**config.mk**
```make
export PLATFORM = sky130hd
export DESIGN_NAME = weighted_splice_sequence_assigner
export DESIGN_NICKNAME = d
export VERILOG_FILES = /design/src/rtl/core/wssa_pkg.sv /design/src/rtl/core/wssa_slot_engine.sv /design/src/rtl/core/wssa_out_reg.sv /design/src/rtl/core/weighted_splice_sequence_assigner.sv
export SDC_FILE = /design/constraint.sdc
export NUM_CORES = 1
export LEC_CHECK = 0
export CORE_MARGIN = 4
export CORE_UTILIZATION = 52
export CTS_CLUSTER_SIZE = 28
export DETAILED_ROUTE_END_ITERATION = 6
export DONT_BUFFER_PORTS = 1
export PLACE_DENSITY = 0.71
export SYNTH_ARGS = -nofsm -noshare
export SYNTH_HDL_FRONTEND = slang
export SYNTH_SLANG_ARGS = --single-unit
```
**constraint.sdc**
```tcl
create_clock -name clk -period 13.3 [get_ports clk]
set_input_delay 1.33 -clock clk [delete_from_list [all_inputs] [get_ports clk]]
set_output_delay 1.33 -clock clk [all_outputs]
set_load 0.02 [all_outputs]
```
**src/rtl/core/wssa_pkg.sv**
```systemverilog
`timescale 1ns / 1ps
// ----------------------------------------------------------------------------
// wssa_pkg
// Shared types and constants for the weighted splice sequence assigner.
// ----------------------------------------------------------------------------
package wssa_pkg;

  localparam int SPLICE_TOTAL_DEF = 64;
  localparam int NUM_SENDERS      = 4;
  localparam int RATIO_W          = 8;
  localparam int SEQ_W            = 32;
  localparam int SID_W            = 2;

  // configuration register indexes
  localparam logic CFG_SERVER_ID = 1'b0;
  localparam logic CFG_END_LIMIT = 1'b1;

  typedef enum logic [2:0] {
    KIND_SKIP = 3'd0,
    KIND_DATA = 3'd1,
    KIND_FIN  = 3'd2,
    KIND_ACK  = 3'd3,
    KIND_ERR  = 3'd4
  } kind_t;

  typedef logic [NUM_SENDERS-1:0][RATIO_W-1:0] ratio_vec_t;

  typedef struct packed {
    kind_t             kind;
    logic [SEQ_W-1:0]  seq;
  } result_t;

endpackage

```
**src/rtl/core/wssa_slot_engine.sv**
```systemverilog
`timescale 1ns / 1ps
// ----------------------------------------------------------------------------
// wssa_slot_engine
// Holds the ratio, bucket and sequence state and works out one slot or
// splice per accepted beat combinationally.
// ----------------------------------------------------------------------------
module wssa_slot_engine #(
  parameter int SPLICE_TOTAL = wssa_pkg::SPLICE_TOTAL_DEF
) (
  input  logic                          clk,
  input  logic                          rst_n,
  input  logic                          cfg_wr_en,
  input  logic                          cfg_index,
  input  logic [wssa_pkg::SEQ_W-1:0]    cfg_wdata,
  input  logic                          accept,
  input  logic                          cmd,
  input  wssa_pkg::ratio_vec_t          ratio_in,
  input  logic [wssa_pkg::SEQ_W-1:0]    start_seq,
  output wssa_pkg::result_t             res
);
  import wssa_pkg::*;

  localparam logic [RATIO_W-1:0] RATIO_RESET = RATIO_W'((SPLICE_TOTAL / 4) & 255);

  ratio_vec_t         active_r,  active_nxt;
  ratio_vec_t         pending_r, pending_nxt;
  ratio_vec_t         bucket_r,  bucket_nxt;
  logic [SEQ_W-1:0]   switch_seq_r, switch_seq_nxt;
  logic               switch_wait_r, switch_wait_nxt;
  logic [SEQ_W-1:0]   next_seq_r, next_seq_nxt;
  logic [SID_W-1:0]   server_id_r;
  logic [SEQ_W-1:0]   end_limit_r;

  ratio_vec_t             act_eff;
  ratio_vec_t             fill;
  logic [NUM_SENDERS-1:0] nz;
  logic                   sw_take;
  logic                   empty;
  logic [2:0]             n_taken;
  logic [2:0]             n_before;

  always_comb begin
    sw_take = switch_wait_r && (next_seq_r >= switch_seq_r);
    act_eff = sw_take ? pending_r : active_r;
    empty   = (bucket_r == '0);
    fill    = empty ? act_eff : bucket_r;
    n_taken  = '0;
    n_before = '0;
    for (int i = 0; i < NUM_SENDERS; i++) begin
      nz[i] = (fill[i] != '0);
      n_taken = n_taken + 3'(nz[i]);
      if (SID_W'(i) < server_id_r) begin
        n_before = n_before + 3'(nz[i]);
      end
    end
  end

  always_comb begin
    active_nxt      = active_r;
    pending_nxt     = pending_r;
    bucket_nxt      = bucket_r;
    switch_seq_nxt  = switch_seq_r;
    switch_wait_nxt = switch_wait_r;
    next_seq_nxt    = next_seq_r;
    res.kind        = KIND_SKIP;
    res.seq         = '0;
    if (cmd) begin
      pending_nxt     = ratio_in;
      switch_seq_nxt  = start_seq;
      switch_wait_nxt = 1'b1;
      res.kind        = (start_seq <= next_seq_r) ? KIND_ERR : KIND_ACK;
    end else if (next_seq_r > end_limit_r) begin
      res.kind = KIND_FIN;
    end else begin
      active_nxt = act_eff;
      if (sw_take) begin
        switch_wait_nxt = 1'b0;
      end
      for (int i = 0; i < NUM_SENDERS; i++) begin
        bucket_nxt[i] = fill[i] - RATIO_W'(nz[i]);
      end
      next_seq_nxt = next_seq_r + SEQ_W'(n_taken);
      if (nz[server_id_r]) begin
        res.kind = KIND_DATA;
        res.seq  = next_seq_r + SEQ_W'(n_before);
      end
    end
  end

  always_ff @(posedge clk) begin
    if (!rst_n) begin
      active_r      <= {NUM_SENDERS{RATIO_RESET}};
      pending_r     <= '0;
      bucket_r      <= '0;
      switch_seq_r  <= '0;
      switch_wait_r <= 1'b0;
      next_seq_r    <= SEQ_W'(1);
      server_id_r   <= '0;
      end_limit_r   <= SEQ_W'(1000);
    end else begin
      if (accept) begin
        active_r      <= active_nxt;
        pending_r     <= pending_nxt;
        bucket_r      <= bucket_nxt;
        switch_seq_r  <= switch_seq_nxt;
        switch_wait_r <= switch_wait_nxt;
        next_seq_r    <= next_seq_nxt;
      end
      if (cfg_wr_en) begin
        unique case (cfg_index)
          CFG_SERVER_ID: server_id_r <= cfg_wdata[SID_W-1:0];
          CFG_END_LIMIT: end_limit_r <= cfg_wdata;
          default:       ;
        endcase
      end
    end
  end

endmodule

```
**src/rtl/core/wssa_out_reg.sv**
```systemverilog
`timescale 1ns / 1ps
// ----------------------------------------------------------------------------
// wssa_out_reg
// Result register with valid; frees itself on the same cycle it is taken.
// ----------------------------------------------------------------------------
module wssa_out_reg (
  input  logic               clk,
  input  logic               rst_n,
  input  logic               load,
  input  wssa_pkg::result_t  res_in,
  input  logic               take,
  output logic               ready,
  output logic               valid,
  output wssa_pkg::result_t  res_out
);
  import wssa_pkg::*;

  logic    valid_r;
  result_t res_r;

  assign ready   = !valid_r || take;
  assign valid   = valid_r;
  assign res_out = res_r;

  always_ff @(posedge clk) begin
    if (!rst_n) begin
      valid_r <= 1'b0;
    end else if (load) begin
      valid_r <= 1'b1;
    end else if (take) begin
      valid_r <= 1'b0;
    end
  end

  always_ff @(posedge clk) begin
    if (load) begin
      res_r <= res_in;
    end
  end

endmodule

```
**src/rtl/core/weighted_splice_sequence_assigner.sv**
```systemverilog
`timescale 1ns / 1ps
// ----------------------------------------------------------------------------
// weighted_splice_sequence_assigner
// Weighted round robin sequence assignment for one of four striped senders,
// with splice commands that switch ratios at a chosen sequence number.
//
//   channel  dir  payload
//   in_      in   tuser: cmd; tdata: ratio_zero..ratio_three, start_seq
//   out_     out  tuser: pkt_kind; tdata: seq_out
//   cfg_     in   index 0 server_id, index 1 end_limit
//
// One beat per cycle while in_tready is high; each result is valid in the cycle
// after its input beat, set by the combinational state update ahead of the result register.
// in_tready drops only while a result is held and out_tready is low.
// Synchronous active-low reset restores ratios, buckets and next_seq = 1.
// ----------------------------------------------------------------------------
module weighted_splice_sequence_assigner #(
  parameter int SPLICE_TOTAL = wssa_pkg::SPLICE_TOTAL_DEF
) (
  input  logic                        clk,
  input  logic                        rst_n,
  input  logic                        cfg_wr_en,
  input  logic                        cfg_index,
  input  logic [wssa_pkg::SEQ_W-1:0]  cfg_wdata,
  input  logic                        in_tvalid,
  output logic                        in_tready,
  input  logic [0:0]                  in_tuser,   // [0] cmd
  // [7:0] ratio_zero, [15:8] ratio_one, [23:16] ratio_two,
  // [31:24] ratio_three, [63:32] start_seq
  input  logic [63:0]                 in_tdata,
  output logic                        out_tvalid,
  input  logic                        out_tready,
  output logic [2:0]                  out_tuser,  // [2:0] pkt_kind
  output logic [31:0]                 out_tdata   // [31:0] seq_out
);
  import wssa_pkg::*;

  logic       accept;
  result_t    res_c;
  result_t    res_q;
  ratio_vec_t ratio_in;

  assign accept   = in_tvalid && in_tready;
  assign ratio_in = in_tdata[31:0];

  wssa_slot_engine #(
    .SPLICE_TOTAL(SPLICE_TOTAL)
  ) u_engine (
    .clk       (clk),
    .rst_n     (rst_n),
    .cfg_wr_en (cfg_wr_en),
    .cfg_index (cfg_index),
    .cfg_wdata (cfg_wdata),
    .accept    (accept),
    .cmd       (in_tuser[0]),
    .ratio_in  (ratio_in),
    .start_seq (in_tdata[63:32]),
    .res       (res_c)
  );

  wssa_out_reg u_out (
    .clk     (clk),
    .rst_n   (rst_n),
    .load    (accept),
    .res_in  (res_c),
    .take    (out_tready),
    .ready   (in_tready),
    .valid   (out_tvalid),
    .res_out (res_q)
  );

  assign out_tuser = res_q.kind;
  assign out_tdata = res_q.seq;

endmodule

```
# ---- After elaboration in Yosys (flattened, before gate mapping)
# Cells that the tools add are included.
# Widths: inputs -> output; s select.
dict set report op_classes {
  n_eq_ne 1
  bitwise_logic 4
  magnitude_cmp 8
  muxes 17
  add_sub_neg 12
  n_reduce_logical 17
}
# cell n
set ops {}
lappend ops {{$add 32x3->32} 2}
lappend ops {{$mux 32} 2}
lappend ops {{$mux 33} 1}
lappend ops {{$ge 32x32->1} 1}
lappend ops {{$gt 32x32->1} 1}
lappend ops {{$le 32x32->1} 1}
lappend ops {{$logic_not 32->1} 1}
lappend ops {{$reduce_bool 8->1} 4}
lappend ops {{$sub 8x1->8} 4}
lappend ops {{$mux 3} 6}
lappend ops {{$add 3x1->3} 4}
lappend ops {{$mux 1} 7}
lappend ops {{$reduce_and 2->1} 3}
lappend ops {{$reduce_and 3->1} 2}
lappend ops {{$add 1x1->2} 2}
lappend ops {{$lt 1x2->1 const A} 2}
lappend ops {{$lt 2x2->1 const A} 2}
lappend ops {{$not 1->1} 4}
lappend ops {{$reduce_bool 2->1} 2}
lappend ops {{$lt 2x3->1 const B} 1}
lappend ops {{$reduce_or 3->1} 1}
lappend ops {{$bmux 1 s2} 1}
lappend ops {{$logic_and 1x1->1} 2}
lappend ops {{$ne 2x2->1 const B} 1}
lappend ops {{2 further kinds} 2}
dict set report totals {
  out_inout_bits 37
  elab_cells 79
  input_bits 103
  regBits 231
}

# ---- Depth between registers and ports, before layout
# Gate-level depths: netlist (run 1).
dict set report depth {
  ltp_word 16
  mapped_depth 31
  mapped_depth_nobuf 27
}

# ---- Modules after synthesis
# A second synthesis (run 1) with hierarchy kept.
dict set report unflattened {
  hier_cells 1578
  area_unflattened_um2 13550.5
}
# mod area_each_um2 seq_area_each_um2 instances cells_each
set modules_own_cells {}
lappend modules_own_cells {wssa_slot_engine 12444.4 3903.7 1 1538}
lappend modules_own_cells {wssa_out_reg 1099.8 1071.0 1 39}
lappend modules_own_cells {weighted_splice_sequence_assigner 6.3 0.0 1 1}

# ---- Worst setup path after synthesis (run 1)
# Ideal clock, no wire load.
dict set report synth_timing {
  kind {register to register}
  startpoint {register u_engine.next_seq_r[0]}
  endpoint {register u_out.res_r, in the netlist u_out.res_out[31] (data pin)}
  stages_incl_launch_ff 29
  setup_slack_ps 6895
  required_ps 13044
  setup_time_ps 256
  synth_period_minus_slack_ps 6405
  arrival_time_ps 6150
  path_buffers 1
  path_cell_list {dfxtp_1 inv_1 ha_1 nand2b_1 a2111o_1 a32o_1 o311ai_4 nand2_2 a311oi_1 nor4b_2 nor3b_4 nand4_1 o21a_1 ha_1 a22o_1 ha_1 ha_1 mux2_2 and2_1 ha_1 a21o_1 a21oi_1 or3_1 clkbuf_1 nor2_1 nand2_1 nor2_1 xnor2_1 nor3_1}
}
dict set report synth_via {
  elab_chain_cells 13
  elab_cells_between_ends 21
  classes_between {add/sub: 4; order compare: 2; mux: 8; bitwise: 1; reduce/logical: 6}
}
# item line_no
set synth_lines {}
lappend synth_lines {{start, declared} wssa_slot_engine.sv:30} ;# logic [SEQ_W-1:0] next_seq_r, next_seq_nxt;
lappend synth_lines {{start signal, assigned} wssa_slot_engine.sv:107} ;# next_seq_r <= next_seq_nxt;
lappend synth_lines {{$ge 32x32->1} wssa_slot_engine.sv:43} ;# sw_take = switch_wait_r && (next_seq_r >= switch_seq_r);
lappend synth_lines {{$logic_and 1x1->1} wssa_slot_engine.sv:43}
lappend synth_lines {{$mux 32} wssa_slot_engine.sv:44} ;# act_eff = sw_take ? pending_r : active_r;
lappend synth_lines {{$mux 32} wssa_slot_engine.sv:46} ;# fill = empty ? act_eff : bucket_r;
lappend synth_lines {{$reduce_bool 8->1} wssa_slot_engine.sv:50} ;# nz[i] = (fill[i] != '0);
lappend synth_lines {{$mux 1} wssa_slot_engine.sv:52} ;# if (SID_W'(i) < server_id_r) begin
lappend synth_lines {{$add 1x1->2} wssa_slot_engine.sv:53} ;# n_before = n_before + 3'(nz[i]);
lappend synth_lines {{$mux 3} wssa_slot_engine.sv:52}
lappend synth_lines {{$add 3x1->3} wssa_slot_engine.sv:53}
lappend synth_lines {{$mux 3} wssa_slot_engine.sv:52}
lappend synth_lines {{$add 3x1->3} wssa_slot_engine.sv:53}
lappend synth_lines {{$mux 3} wssa_slot_engine.sv:52}
lappend synth_lines {{$add 32x3->32} wssa_slot_engine.sv:85} ;# res.seq = next_seq_r + SEQ_W'(n_before);
lappend synth_lines {{end signal, assigned} wssa_out_reg.sv:37} ;# res_r <= res_in;
lappend synth_lines {{end, declared} wssa_out_reg.sv:19} ;# result_t res_r;
# Several ways; a longest one is shown, not always the timed one. The select of a mux whose other input is x is not followed.
# A chain may end at the register's enable or synchronous reset.

# ---- Final worst setup path (run 1)
dict set report layout_timing {
  startpoint {register u_engine.next_seq_r[0]}
  endpoint {register u_out.res_r, in the netlist u_out.res_out[28] (data pin)}
}
# Same word-level chain as after synthesis.

==> results of run 1 <==
-- metrics by stage --
stage	util (%)	cells	setup slack, ps	power, µW	cell area, µm²
after floorplan	-	1581	6890	1320	13100
after global placement	54.0	1829	5500	1430	13200
after detailed placement	54.0	1829	5220	1450	13200
after CTS	57.4	1875	5180	2160	14100
after global routing	57.4	1875	4510	2270	14100
final	57.4	1875	5050	2160	14100
-- final timing paths --
kind	start	endpoint	cells past startpoint
max	u_engine.next_seq_r[0]	u_out.res_out[28]	27
min	u_engine.switch_seq_r[26]	u_engine.switch_seq_r[26]	2
max reg2reg	u_engine.next_seq_r[0]	u_out.res_out[28]	27
min reg2reg	u_engine.switch_seq_r[26]	u_engine.switch_seq_r[26]	2
-- synth_stat cells (5+ instances only) --
cell type	number	area, µm²
a21o_1	26	195
a211oi_1	16	120
ha_1	115	1440
nor2_1	107	402
a21oi_1	148	741
clkbuf_1	65	244
nor3_1	59	295
buf_1	5	18.8
o211ai_1	9	67.6
a21boi_0	14	105
edfxtp_1	35	1050
and2_1	12	75.1
a311oi_1	6	52.6
inv_1	109	409
or3_1	15	93.8
dfxtp_1	196	3920
o21ai_0	42	210
nand2_1	257	965
and3_1	9	56.3
nand2b_1	5	31.3
xnor2_1	55	482
a31oi_1	14	87.6
nor4_1	20	125
nand3_1	47	235
buf_2	8	40.0
nand4_1	46	288
nor2b_1	12	75.1
mux2i_1	36	360
o21a_1	9	67.6
mux2_2	10	113
-- kinds of logic (layout without fill, tap and decap cells) --
family                     after synthesis  count (layout)  share of synthesized area, %
xor gates and xnor gates                59              59                          3.94
muxes                                   47              47                          3.72
DFF                                    231             231                          37.9
buffers and inverters                  195             165                          5.97
and+or+nand+nor                        612             612                          21.8
AOI/OAI and AO/OA                      319             319                          15.2
adders and majority gates              118             118                          11.4
-- state kept, by name (all words and copies together), names as in the netlist --
| signal | flops |
|---|---|
| u_engine.switch_seq_r | 32 |
| u_engine.server_id_r | 2 |
| u_engine.active_r | 32 |
| u_engine.end_limit_r | 32 |
| u_engine.bucket_r | 32 |
| u_out.valid | 1 |
| u_engine.next_seq_r | 32 |
| u_out.res_out | 35 |
| u_engine.pending_r | 32 |
| u_engine.switch_wait_r | 1 |
-- per-layer routing --
metal | wire (µm) | vias up
li1 | - | 5441
met1 | 15900 | 5395
met2 | 16800 | 427
met3 | 2720 | 63
met4 | 914 | 0
met5 | 0 | -
-- tightest hold or removal path: stages, from the launching register on --
cell and delay (ps):
dfxtp_1 310, nand2_1 50, a21oi_1 50
-- area by class of cell --
class                   instances  area (µm²)  share of cell area [%]
inverters                     110         415                    2.95
clock buffers                  30         644                    4.58
multi-input cells            1155        7380                    52.4
repair buffers                  9        67.6                   0.480
clock inverters                16         186                    1.32
flip-flops and latches        231        4970                    35.4
well taps                     324         405                    2.88
-- power breakdown --
| part | switching (µW) | internal (µW) | total (µW) |
|---|---|---|---|
| sequential | 47.9 | 755 | 803 |
| combinational | 387 | 253 | 639 |
| clock | 292 | 424 | 716 |
==> metrics, run 1 <==
std cell rows=57; most frequent cells in the layout=nand2_1, dfxtp_1, a21oi_1; Clock Skew=16.5 ps; Cell variety after synth=78; share of layout cells above drive strength 1=5.16%; commonest non-fill, non-tap cell in the layout=nand2_1; top_reg_cell synth=dfxtp_1; antenna violations before repair=0; Clock Latency Late Sink=530 ps; Worst IR Drop VDD=143 µV; CP max-delay cell=o311ai_4; clk sinks=231; register area share after synthesis=37.9%; final setup vio count=0; leak pwr=0.00544 µW; Yosys reg bits=231; RSZ-0062 raised after global routing=false; Crit. End Element=register; met2 usage in global routing=41.2%; CP Data Arrival Time=8480 ps; deepest clock path buffer count=3; Worst EP required=13530 ps; Synth Net Count=1802; DR vias=11300; remaining antenna violation count=0; Num CTS Buffers=25; Mean Syn Cell Area=8.30 µm²; core outline area=24500 µm²; postcts setup bufs=0; PostCTS Resize Cnt=0; Fmax=121 MHz; CP most frequent cell=ha_1; hold slack final=456 ps; global-route wire length before repair=57400 µm; effective utilization at floorplan=53.5%; total track usage=24.9%; critical path launch point type=register; hold_buf cts=0; Post-Synthesis Cells=1581; CP top delay family=simple AND/OR/NAND/NOR gates; Port Buffers=0; first drt pass iteration count=5; DRT Wirelength=36300 µm; clock root cell=clkbuf_16; EDFF count, synth=35; fillers=2215; CP max stage delay=750 ps; Placer Congestion=0.938; GR peak layer=met2; Hold WC Path Type=register to register; Initial DRC Count=909; Routed wire per std cell=19.4 µm; Die H=167 µm; H-tree depth=1; GR Overflow Total=0; max_cap viols=0; minimum clock period=8250 ps; Crit Path Max Fanout=21; Crit Path Class=register to register; die area=27800 µm²; Avg Vias per Cell=6.04; CTS tree=done; Top Ports=140; final hold violations=0; final-stage net count=1753; Final TNS setup=0 ps; status=completed; Area growth, synth to finish=7.26%; met1 GRT Util=33.9%; final period utilization=62.0%; largest net degree at the start of global routing=81; Worst-path clk slew=60 ps; Rel. slew slack=22.0%; asr flop ratio synth=0%; Pwr Density=153 nW/µm²; ANT cells=0; DRC errors left=0; synth warn=0; max-slew violation count=0; die width=167 µm; synthesized area=13100 µm²; vias in the first global route=10700; Slew @ Worst Pin=1170 ps; R2R Setup Slk=5050 ps; met3 GRT Util=4.48%; HPWL after detailed placement=26000 µm; WP buf/inv=2
Power figures use the tool's default switching activity.
==> inputs of run 2 (changes only) <==
==> constraint.sdc (replaced) <==
create_clock -name clk -period 8.3 [get_ports clk]
set_input_delay 0.83 -clock clk [delete_from_list [all_inputs] [get_ports clk]]
set_output_delay 0.83 -clock clk [all_outputs]
set_load 0.02 [all_outputs]
==> run 2 against run 1 <==
  * Worst setup slack lost 4400 ps
  * Clock-buffer cell count grew 10
  * Cell area grew 0.68%
  * Cell count grew 0.75%
  * Maximum frequency grew 8.0%
  * Critical endpoint is now u_out.res_out[31]
  * Sequential share of layout area shrank 0.24 points
  * Via count shrank 0.16%
  * Highest routed layer unchanged
  * Sequential power grew 61%
  * Die area is the same
  * Clock power grew 58%
  * Critical path type unchanged
  * Flip-flop and latch count is the same
  * Power grew 60%
==> metrics, run 2 (synthesis gave the netlist of run 1 again) <==
Slew @ Worst Pin=1190 ps (+19.3 ps); deepest clock path buffer count=3 (unchanged); Sw Pwr=1160 µW (+59%); final hold violations=0 (unchanged); vias in the first global route=10700 (+0.59%); postcts setup bufs=0 (unchanged); std cell rows=57 (unchanged); Num CTS Buffers=26 (+4.0%); Hold WC Path Type=input pin to register; Worst EP required=8550 ps (-4980 ps); max-slew violation count=0 (unchanged); Top Ports=140 (unchanged); CTS tree=done; DR vias=11300 (-0.16%); die area=27800 µm² (unchanged); DRT Wirelength=36700 µm (+1.3%); internal power=2290 µW (+60%); power share of the clock group=32.7% (-0.5 points); Clock Skew=15.2 ps (-1.32 ps); CP max stage delay=830 ps (+80 ps); RSZ-0062 raised after global routing=false; CP Data Arrival Time=7880 ps (-600 ps); ANT cells=0 (unchanged); Area growth, synth to finish=7.99%; leak pwr=0.00550 µW (+1.2%); Worst-path clk slew=60 ps (about the same); remaining antenna violation count=0 (unchanged); post-route insts no fill=1889 (+0.75%); Pwr Density=243 nW/µm² (+59%); Worst IR Drop VDD=211 µV (+47%); Final TNS setup=0 ps (unchanged); Rel. slew slack=20.7% (-1.3 points); combinational share of power=29.9% (+0.3 points); final setup vio count=0 (unchanged); WP buf/inv=0 (-2); DRC errors left=0 (unchanged); Crit Path Max Fanout=18 (-14%); Avg Vias per Cell=5.99 (-0.90%); Clock Latency Late Sink=530 ps (about the same); final-stage net count=1766 (+0.74%); total track usage=25.6% (+0.70 points); Routed wire per std cell=19.5 µm (+0.53%); CP max-delay cell=o311a_1; Switching Fraction=33.6% (-0.079 points); clk sinks=231 (unchanged); GR Overflow Total=0 (unchanged); largest net degree at the start of global routing=83 (+2.5%); PostCTS Resize Cnt=0 (unchanged); share of layout cells above drive strength 1=5.88% (+0.72 points); max_cap viols=0 (unchanged); core outline area=24500 µm² (unchanged); Die H=167 µm (unchanged); first drt pass iteration count=6 (+1); final period utilization=92.0% (+30 points); CP most frequent cell=ha_1; commonest non-fill, non-tap cell in the layout=nand2_1; global-route wire length before repair=58600 µm (+2.2%); Cells after DPL=1841 (+0.66%); Placer Congestion=0.965 (+2.9%); Reg power frac=37.4% (+0.2 points); CP top delay family=simple AND/OR/NAND/NOR gates; Port Buffers=0 (unchanged); clock root cell=clkbuf_16; minimum clock period=7640 ps (-612 ps); effective utilization at floorplan=53.5% (unchanged); most frequent cells in the layout=nand2_1, dfxtp_1, a21oi_1; Crit Path Class=register to register; antenna violations before repair=1 (+1); Fmax=131 MHz (+8.0%); H-tree depth=1 (unchanged); max FFs per register=35 (unchanged); Initial DRC Count=928 (+2.1%); status=completed; Crit. End Element=register; HPWL after detailed placement=26300 µm (+1.1%); hold_buf cts=0 (unchanged); die width=167 µm (unchanged); critical path launch point type=register
==> run 2: cell count changes in the layout (fill, tap and decap cells not counted), moves of 2 or more <==
| cell | before | now |
|---|---|---|
| bufinv_16 | 4 | 1 |
| clkbuf_1 | 5 | 8 |
| clkinv_1 | 2 | 0 |
| buf_4 | 9 | 21 |
| clkbuf_8 | 0 | 5 |
| clkbuf_16 | 25 | 27 |
==> run 2: metrics by stage <==
step	worst slack, ps	total power [µW]	hold slack, ps	util [%]	area (µm²)
after global placement	1070	2290	443	54.3	13300
after floorplan	1890	2110	436	-	13100
final	662	3450	379	57.7	14200
after detailed placement	890	2320	447	54.3	13300
after global routing	250	3640	369	57.7	14200
after CTS	849	3460	358	57.7	14200
==> run 2: final timing paths <==
check | startpoint | endpoint | slack [ps] | cells past startpoint
min reg2reg | u_engine.switch_seq_r[19] | u_engine.switch_seq_r[19] | 450 | 2
min | rst_n | u_engine.active_r[12] | 380 | 1
max | u_engine.next_seq_r[29] | u_out.res_out[31] | 660 | 25
max reg2reg | u_engine.next_seq_r[29] | u_out.res_out[31] | 660 | 25
==> run 2: power groups by stage <==
stage                     registers [µW]  clock network (µW)  logic [µW]
after global placement              1310                   0         981
after floorplan                     1290                   0         820
after global routing                1290                1190        1150
after CTS                           1290                1150        1020
after detailed placement            1310                   0        1010
final                               1290                1130        1030
==> run 2: routing by layer <==
layer | share of wire, % | global-route usage (%)
met1 | 44 | 35.7
met2 | 45 | 40.3
met3 | 7.5 | 4.36
met4 | 3.6 | 8.82
met5 | 0 | 0
==> run 2: worst register-to-register path, delay by kind of cell, from the launching register on <==
kind	cells	cell delay, ps
xor+xnor	1	130
mux	1	260
simple gates	12	3190
fa+ha+maj	5	1380
flops	1	420
compound gates	6	1950
==> run 2: final cells by class <==
type,count,area (µm²)
multi-input cells,1155,7370
well taps,324,405
repair buffers,21,158
fillers,2240,10400
flip-flops and latches,231,4970
clock buffers,40,774
clock inverters,8,67.6
inverters,110,415
==> inputs of run 3 (changes only) <==
--- a/config.mk
+++ b/config.mk
@@ -7,6 +7,7 @@
 export LEC_CHECK = 0
 export CORE_MARGIN = 4
 export CORE_UTILIZATION = 52
+export CTS_BUF_LIST = sky130_fd_sc_hd__clkbuf_8
 export CTS_CLUSTER_SIZE = 28
 export DETAILED_ROUTE_END_ITERATION = 6
 export DONT_BUFFER_PORTS = 1
==> run 3 against run 2 <==
  * Sequential share of layout area down 0.16 points
  * Largest power group unchanged
  * Clock-buffer cell count grew 13
  * Register-to-register slack about the same
  * Die area did not move
  * Power is 0.31% higher
  * Clock skew up 9.9 ps
  * Clock power is essentially flat
  * Critical path depth unchanged
  * Largest cell class unchanged
==> metrics, run 3 (synthesis gave the netlist of run 1 again) <==
global-route wire length before repair=58400 µm (-0.32%); Pwr Density=243 nW/µm² (-0.16%); HPWL after detailed placement=26300 µm (unchanged); multi-input logic area=7370 µm² (unchanged); leak pwr=0.00559 µW (+1.6%); Worst IR Drop VDD=163 µV (-23%); antenna violations before repair=1 (unchanged); hold_buf cts=0 (unchanged); largest net degree at the start of global routing=83 (unchanged); Tot Pwr=3460 µW (+0.31%); Cells after DPL=1841 (unchanged); Crit Path Class=register to register; final period utilization=92.1% (+0.097 points); RSZ-0062 raised after global routing=false; max-slew violation count=0 (unchanged); max FFs per register=35 (unchanged); minimum clock period=7650 ps (+8.09 ps); critical path launch point type=register; first drt pass iteration count=5 (-1); effective utilization at floorplan=53.5% (unchanged); Worst R2R End=u_out.res_out[31]; status=completed; worst hold path depth=1 (unchanged); min-delay src=rst_n; ANT cells=0 (unchanged); Area growth, synth to finish=8.50%; Hold Path Sink=u_engine.active_r[12]; GR Overflow Total=0 (unchanged); final-stage net count=1782 (+0.91%); fin util=58.0% (+0.27 points); r2r worst-path depth=25 (unchanged); R2R Setup Slk=650 ps (about the same); H-tree depth=2 (+1); Switching Fraction=33.9% (+0.31 points); Clock Skew=25.1 ps (+9.90 ps); vias in the first global route=10800 (+0.96%); CP most frequent cell=ha_1; Register Area=4970 µm² (unchanged); Top Ports=140 (unchanged); clock root cell=clkbuf_8; reg2reg start=u_engine.next_seq_r[29]; DR vias=11300 (+0.035%); Reg power frac=37.2% (-0.2 points); power share of the clock group=33.3% (+0.6 points); CP Data Arrival Time=7900 ps (+20 ps); hold slack final=368 ps (-10.9 ps); Slew @ Worst Pin=1180 ps (-10.7 ps); most frequent cells in the layout=nand2_1, dfxtp_1, a21oi_1; Fmax=131 MHz (-0.11%); CTS tree=done; Initial DRC Count=836 (-9.9%); CP max-delay cell=o311a_1; Die H=167 µm (unchanged); Crit Path Max Fanout=18 (unchanged); deepest clock path buffer count=3 (unchanged); max_cap viols=0 (unchanged); launch point of the worst path=u_engine.next_seq_r[29]; CP max stage delay=830 ps (about the same); Hold WC Path Type=input pin to register; commonest non-fill, non-tap cell in the layout=nand2_1; combinational share of power=29.5% (-0.4 points); remaining antenna violation count=0 (unchanged); Rel. slew slack=21.5% (+0.71 points); DRC errors left=0 (unchanged); Routed wire per std cell=19.1 µm (-1.7%); die area=27800 µm² (unchanged); CP top delay family=simple AND/OR/NAND/NOR gates; fillers=2239 (-0.045%); internal power=2290 µW (-0.15%); clk sinks=231 (unchanged); std cell rows=57 (unchanged); share of layout cells above drive strength 1=7.22% (+1.3 points); die width=167 µm (unchanged); Worst-path clk slew=60 ps (about the same); PostCTS Resize Cnt=0 (unchanged); Avg Vias per Cell=5.90 (-1.4%); Placer Congestion=0.965 (unchanged); Num CTS Buffers=42 (+62%); postcts setup bufs=0 (unchanged); WP buf/inv=0 (unchanged); core outline area=24500 µm² (unchanged); Final TNS setup=0 ps (unchanged); DRT Wirelength=36700 µm (-0.20%); Port Buffers=0 (unchanged); final setup vio count=0 (unchanged); Worst EP required=8560 ps (about the same); Sw Pwr=1170 µW (+1.2%); post-route insts no fill=1917 (+1.5%); total track usage=25.7% (+0.088 points); Clock Latency Late Sink=550 ps (+20 ps); final hold violations=0 (unchanged); Crit. End Element=register
-- run 3: cell types whose count changed in the layout (fill, tap and decap cells not counted), sizes merged --
cell | before | now
clkinvlp | 1 | 2
clkinv | 6 | 8
inv | 110 | 120
bufinv | 1 | 3
clkbuf | 40 | 53
-- run 3: metrics by stage --
stage	setup WS (ps)	cell area, µm²
2_1_floorplan	1890	13100
3_3_place_gp	1070	13300
3_5_place_dp	890	13300
4_1_cts	864	14200
5_1_grt	260	14200
6_report	654	14200
-- run 3: worst reg2reg max path, stage by stage (launching register included) --
cell and delay, ps:
dfxtp_1 420, ha_1 350, nand3_1 150, nor4_1 670, o311a_1 830, nor3_1 120, a311oi_1 480, nor4b_2 320
nor3b_4 330, nand4_1 280, o21a_1 200, ha_1 300, a22o_1 240, ha_1 180, ha_1 260, mux2_2 260
and2_1 180, ha_1 280, a21o_1 110, a21oi_1 130, or3_1 460, nor2_1 270, nand2_1 150, nor2_1 180
xnor2_1 130, nor3_1 60
-- run 3: worst max-delay path by stage --
| stage | endpoint | slack [ps] | cells past startpoint |
|---|---|---|---|
| 6_report | u_out.res_out[31] | 650 | 25 |
| 5_1_grt | u_out.res_out[28] | 260 | 26 |
| 4_1_cts | u_out.res_out[31] | 860 | 25 |
| 3_5_place_dp | u_out.res_out[31] | 890 | 25 |
| 3_3_place_gp | u_out.res_out[27] | 1070 | 25 |
| 2_1_floorplan | u_out.res_out[31] | 1890 | 28 |
-- run 3: layer usage --
metal	track usage [%]	up-vias	part of all wire (%)
met1	35.6	5277	44
met2	39.5	453	44
met4	9.96	0	3.7
met3	5.14	88	7.8
li1	-	5494	-
met5	0	-	0
-- run 3: layout make-up --
type / instances / share of cell area (%)
clock buffers: 53 / 5.12
multi-input cells: 1155 / 51.8
clock inverters: 23 / 1.26
flip-flops and latches: 231 / 35.0
repair buffers: 21 / 1.11
well taps: 324 / 2.85
inverters: 110 / 2.92
-- run 3: power groups by stage --
stage                     logic (µW)  registers [µW]  clock network [µW]
after global routing            1150            1290                1230
after floorplan                  820            1290                   0
final                           1020            1290                1150
after global placement           981            1310                   0
after detailed placement        1010            1310                   0
after CTS                       1010            1290                1170
